**config.mk**
```make
export PLATFORM = sky130hd
export DESIGN_NAME = lbph_ram
export DESIGN_NICKNAME = d
export VERILOG_FILES = /design/src/lbph_ram.sv
export SDC_FILE = /design/constraint.sdc
export NUM_CORES = 2
export LEC_CHECK = 0
export ABC_AREA = 0
export BUFFER_PORTS_ARGS = -buffer_cell sky130_fd_sc_hd__buf_2
export CAP_MARGIN = 20
export CORE_MARGIN = 8
export CORE_UTILIZATION = 50
export CTS_CLUSTER_SIZE = 16
export DETAILED_ROUTE_END_ITERATION = 8
export PLACE_DENSITY = 0.7
export SLEW_MARGIN = 5
export SYNTH_ARGS = -nofsm -noshare
export SYNTH_HDL_FRONTEND = slang
export SYNTH_SLANG_ARGS = --single-unit
```
**constraint.sdc**
```tcl
create_clock -name clk -period 4.5 [get_ports clk]
set_input_delay 0 -clock clk [delete_from_list [all_inputs] [get_ports clk]]
set_output_delay 0 -clock clk [all_outputs]
set_load 0.02 [all_outputs]
```
**src/lbph_ram.sv**
```systemverilog
// Generic single-write, single-read synchronous RAM with registered read data.
// No dependencies.
`timescale 1ns / 1ps

module lbph_ram #(
  parameter int WIDTH = 16,
  parameter int DEPTH = 256,
  localparam int AW = (DEPTH > 1) ? $clog2(DEPTH) : 1
) (
  input  logic             clk,
  input  logic             wr_en,
  input  logic [AW-1:0]    wr_addr,
  input  logic [WIDTH-1:0] wr_data,
  input  logic             rd_en,
  input  logic [AW-1:0]    rd_addr,
  output logic [WIDTH-1:0] rd_data
);

  logic [WIDTH-1:0] mem [DEPTH];

  // Write port
  always_ff @(posedge clk) begin
    if (wr_en) begin
      mem[wr_addr] <= wr_data;
    end
  end

  // Read port, data held until the next read
  always_ff @(posedge clk) begin
    if (rd_en) begin
      rd_data <= mem[rd_addr];
    end
  end

endmodule

```
==> results.yml <==
timing:
  fin_setup_tns_ns: 0
  finalCriticalPeriod_ns: 3.339
  rsz0062_at_grt: "no"
  finalCritPeriodShare: 0.7421
  report.final.slew_viol_count: 0
  fmax_mhz: 299.4
  finalSetupViolCount: 0
  holdWs_ns: 0.1313
  worst_slew_pin_slew_ns: 1.294
  finalClockSkew_ns: 0.04150
  max-slew-margin-rel: 0.1376
  finalHoldViolCount: 0
worst_hold_path:
  worstHoldPathType: "input pin to flip-flop"
  hp-start: "wr_data[8]"
logic_synthesis:
  ys_types: 51
  synth-main-ff-cell: "edfxtp_1"
  synth.cell_area_um2: 158900
  async_reset_ff_frac: 0
  ys_warn_count: 0
  synthCells: 7360
  yosysSeqAreaShare: 0.7772
  postSynthAreaPerCell_um2: 21.59
  synth-edff-count: 4112
  synth-seq-cells: 4112
  syn-num-nets: 7395
route:
  drtPass1Iterations: 6
  wl_per_cell_um: 33.18
  ant_nets: 0
  routed_wl_um: 412800
  num_vias: 80330
  viasPerCell: 6.458
  first_iter_violations: 11260
  drc_errors: 0
clocking:
  cts_resized: 0
  insertion_delay_ns: 0.94
  root_buffer: "clkbuf_16"
  cts_made_buffers: 398
  clk_pin_slew_ns: 0.06
  cts_tree: "yes"
  cts_buffer_depth: 4
  cts_htree_levels: 5
  clock_sinks: 4112
floorplanning:
  ios: 51
  dieArea_um2: 336000
  start_util: 0.5012
  fp.dieW_um: 579.7
  core_area_um2: 317000
  dieHeight_um: 579.7
  rows: 207
run:
  maxCapViolCount: 0
outcome:
  outcome: "finished clean"
layout:
  mostFrequentLayoutCells: "edfxtp_1 (4112), mux4_2 (797), mux2i_1 (565)"
  area_growth_pct: 13.39
  final_layout_size_suffix_gt1_frac: 0.2513
  n_fill_cell: 22670
  final_common_cell: "edfxtp_1"
  layout.nets: 7940
global_route:
  antenna_found_initial: 29
  grt_pass1_vias: 79300
  grt_remaining_overflow: 0
  grt_usage: 0.2394
  grt_start_max_net_pins: 142
  grt_pass1_wl_um: 586800
setup_path:
  crit_fanout: 1
  critPathRequiredTime_ns: 5.18
  crit_arrival_ns: 4.02
  criticalPathCategory: "flip-flop to flip-flop"
  critical_path.endpoint_type: "flip-flop"
  startpoint_type: "flip-flop"
  reg2reg_from: "mem[138][13]$_DFFE_PP_"
  crit_start: "mem[138][13]$_DFFE_PP_"
placed_design:
  place.gp.congestion: 0.8996
  hpwl_um: 245900
  port-buffer-count: 50
power:
  cellLeakagePower_nw: 57.25
  pwr_density_cell_nw_per_um2: 441.5
  ir_drop_mv: 0.3852
[cells in the mapped netlist (9+ instances only)]
master / instances / area share
buf_6: 77 / 0.0055
clkbuf_1: 230 / 0.0054
buf_8: 11 / 0.0010
o32ai_1: 20 / 0.0011
o21ai_0: 37 / 0.0012
o31ai_1: 16 / 0.00076
and3_1: 11 / 0.00043
mux2i_1: 565 / 0.036
a22oi_1: 43 / 0.0020
buf_1: 27 / 0.00064
nor4_1: 17 / 0.00067
buf_4: 26 / 0.0012
mux2_2: 88 / 0.0062
nand3_1: 35 / 0.0011
a221oi_1: 28 / 0.0015
buf_2: 76 / 0.0024
o22ai_1: 148 / 0.0058
a22o_1: 32 / 0.0018
a21oi_1: 175 / 0.0055
nand4_1: 26 / 0.0010
nand2_1: 38 / 0.00090
nor2_1: 304 / 0.0072
nor2b_1: 9 / 0.00035
edfxtp_1: 4112 / 0.78
nor3_1: 92 / 0.0029
mux4_2: 797 / 0.11
a211oi_1: 18 / 0.00085
o221ai_1: 252 / 0.014
[final timing paths]
| path | end | slack (ns) | cells after the start |
|---|---|---|---|
| max | rd_data[13]$_DFFE_PP_ | 1.16 | 8 |
| max reg2reg | rd_data[13]$_DFFE_PP_ | 1.16 | 8 |
| min | mem[74][8]$_DFFE_PP_ | 0.13 | 2 |
| min reg2reg | rd_data[14]$_DFFE_PP_ | 1.18 | 5 |
[layout make-up]
type	instances	area, um^2	share of cell area
Multi-Input combinational cell	2792	32840	0.1823
Inverter	4	27.53	0.0001528
Clock inverter	268	2830	0.01571
Antenna cell	17	42.54	0.0002361
Tap cell	4180	5230	0.02903
Clock buffer	469	10270	0.05700
Timing Repair Buffer	597	5423	0.03010
Sequential cell	4112	123500	0.6854
[flip-flops by register name, summed over array words and instances (netlist names)]
name / cells
mem: 4096
rd_data: 16
[kinds of logic (layout without fill, tap and decap cells)]
| kind of cell | Yosys count | in the layout | share of synthesized area |
|---|---|---|---|
| and+or+nand+nor | 556 | 556 | 0.01573 |
| muxes | 1450 | 1450 | 0.1548 |
| other | 0 | 17 | 0 |
| AOI/OAI and AO/OA | 786 | 786 | 0.03534 |
| DFF | 4112 | 4112 | 0.7772 |
| buffers and inverters | 456 | 1338 | 0.01692 |
[layer usage]
metal / up-vias / wire length [um] / global-route usage
li1: 32400 / - / -
met1: 42250 / 154000 / 0.3298
met2: 4893 / 194000 / 0.3759
met3: 774 / 45080 / 0.05107
met4: 16 / 19620 / 0.09750
met5: - / 86 / 0
[where the power goes]
part | internal [mW] | switching (mW) | total, mW
combinational | 1.37 | 2.62 | 3.99
clock | 18.9 | 14.4 | 33.3
sequential | 42.2 | 0.0474 | 42.3
total | 62.5 | 17.1 | 79.5
[stage by stage]
stage	total power, mW	utilization	cell area, um^2	std cells	worst slack (ns)
6_report	79.54	0.5683	180100	12440	1.161
5_1_grt	81.47	0.5682	180100	12430	1.182
4_1_cts	79.88	0.5679	180000	12420	1.216
3_5_place_dp	47.06	0.5257	166700	11650	0.4401
3_3_place_gp	46.96	0.5256	166600	11650	0.5167
2_1_floorplan	45.18	-	158900	7360	2.251
[worst max-delay path, cell delays in order, from the launching register on]
cell	delay [ns]
edfxtp_1	0.37
mux4_2	0.47
mux2_2	0.28
a221oi_1	0.65
o31ai_1	0.35
buf_4	0.23
o32ai_1	0.43
buf_4	0.25
nor4_1	0.05
[timing repair]
action	CTS	global route
hold buffers	29	0
endpoints found under the setup margin	0	0
buffers inserted	0	0
endpoints found under the hold margin	2754	0
Power figures use the tool's default switching activity.
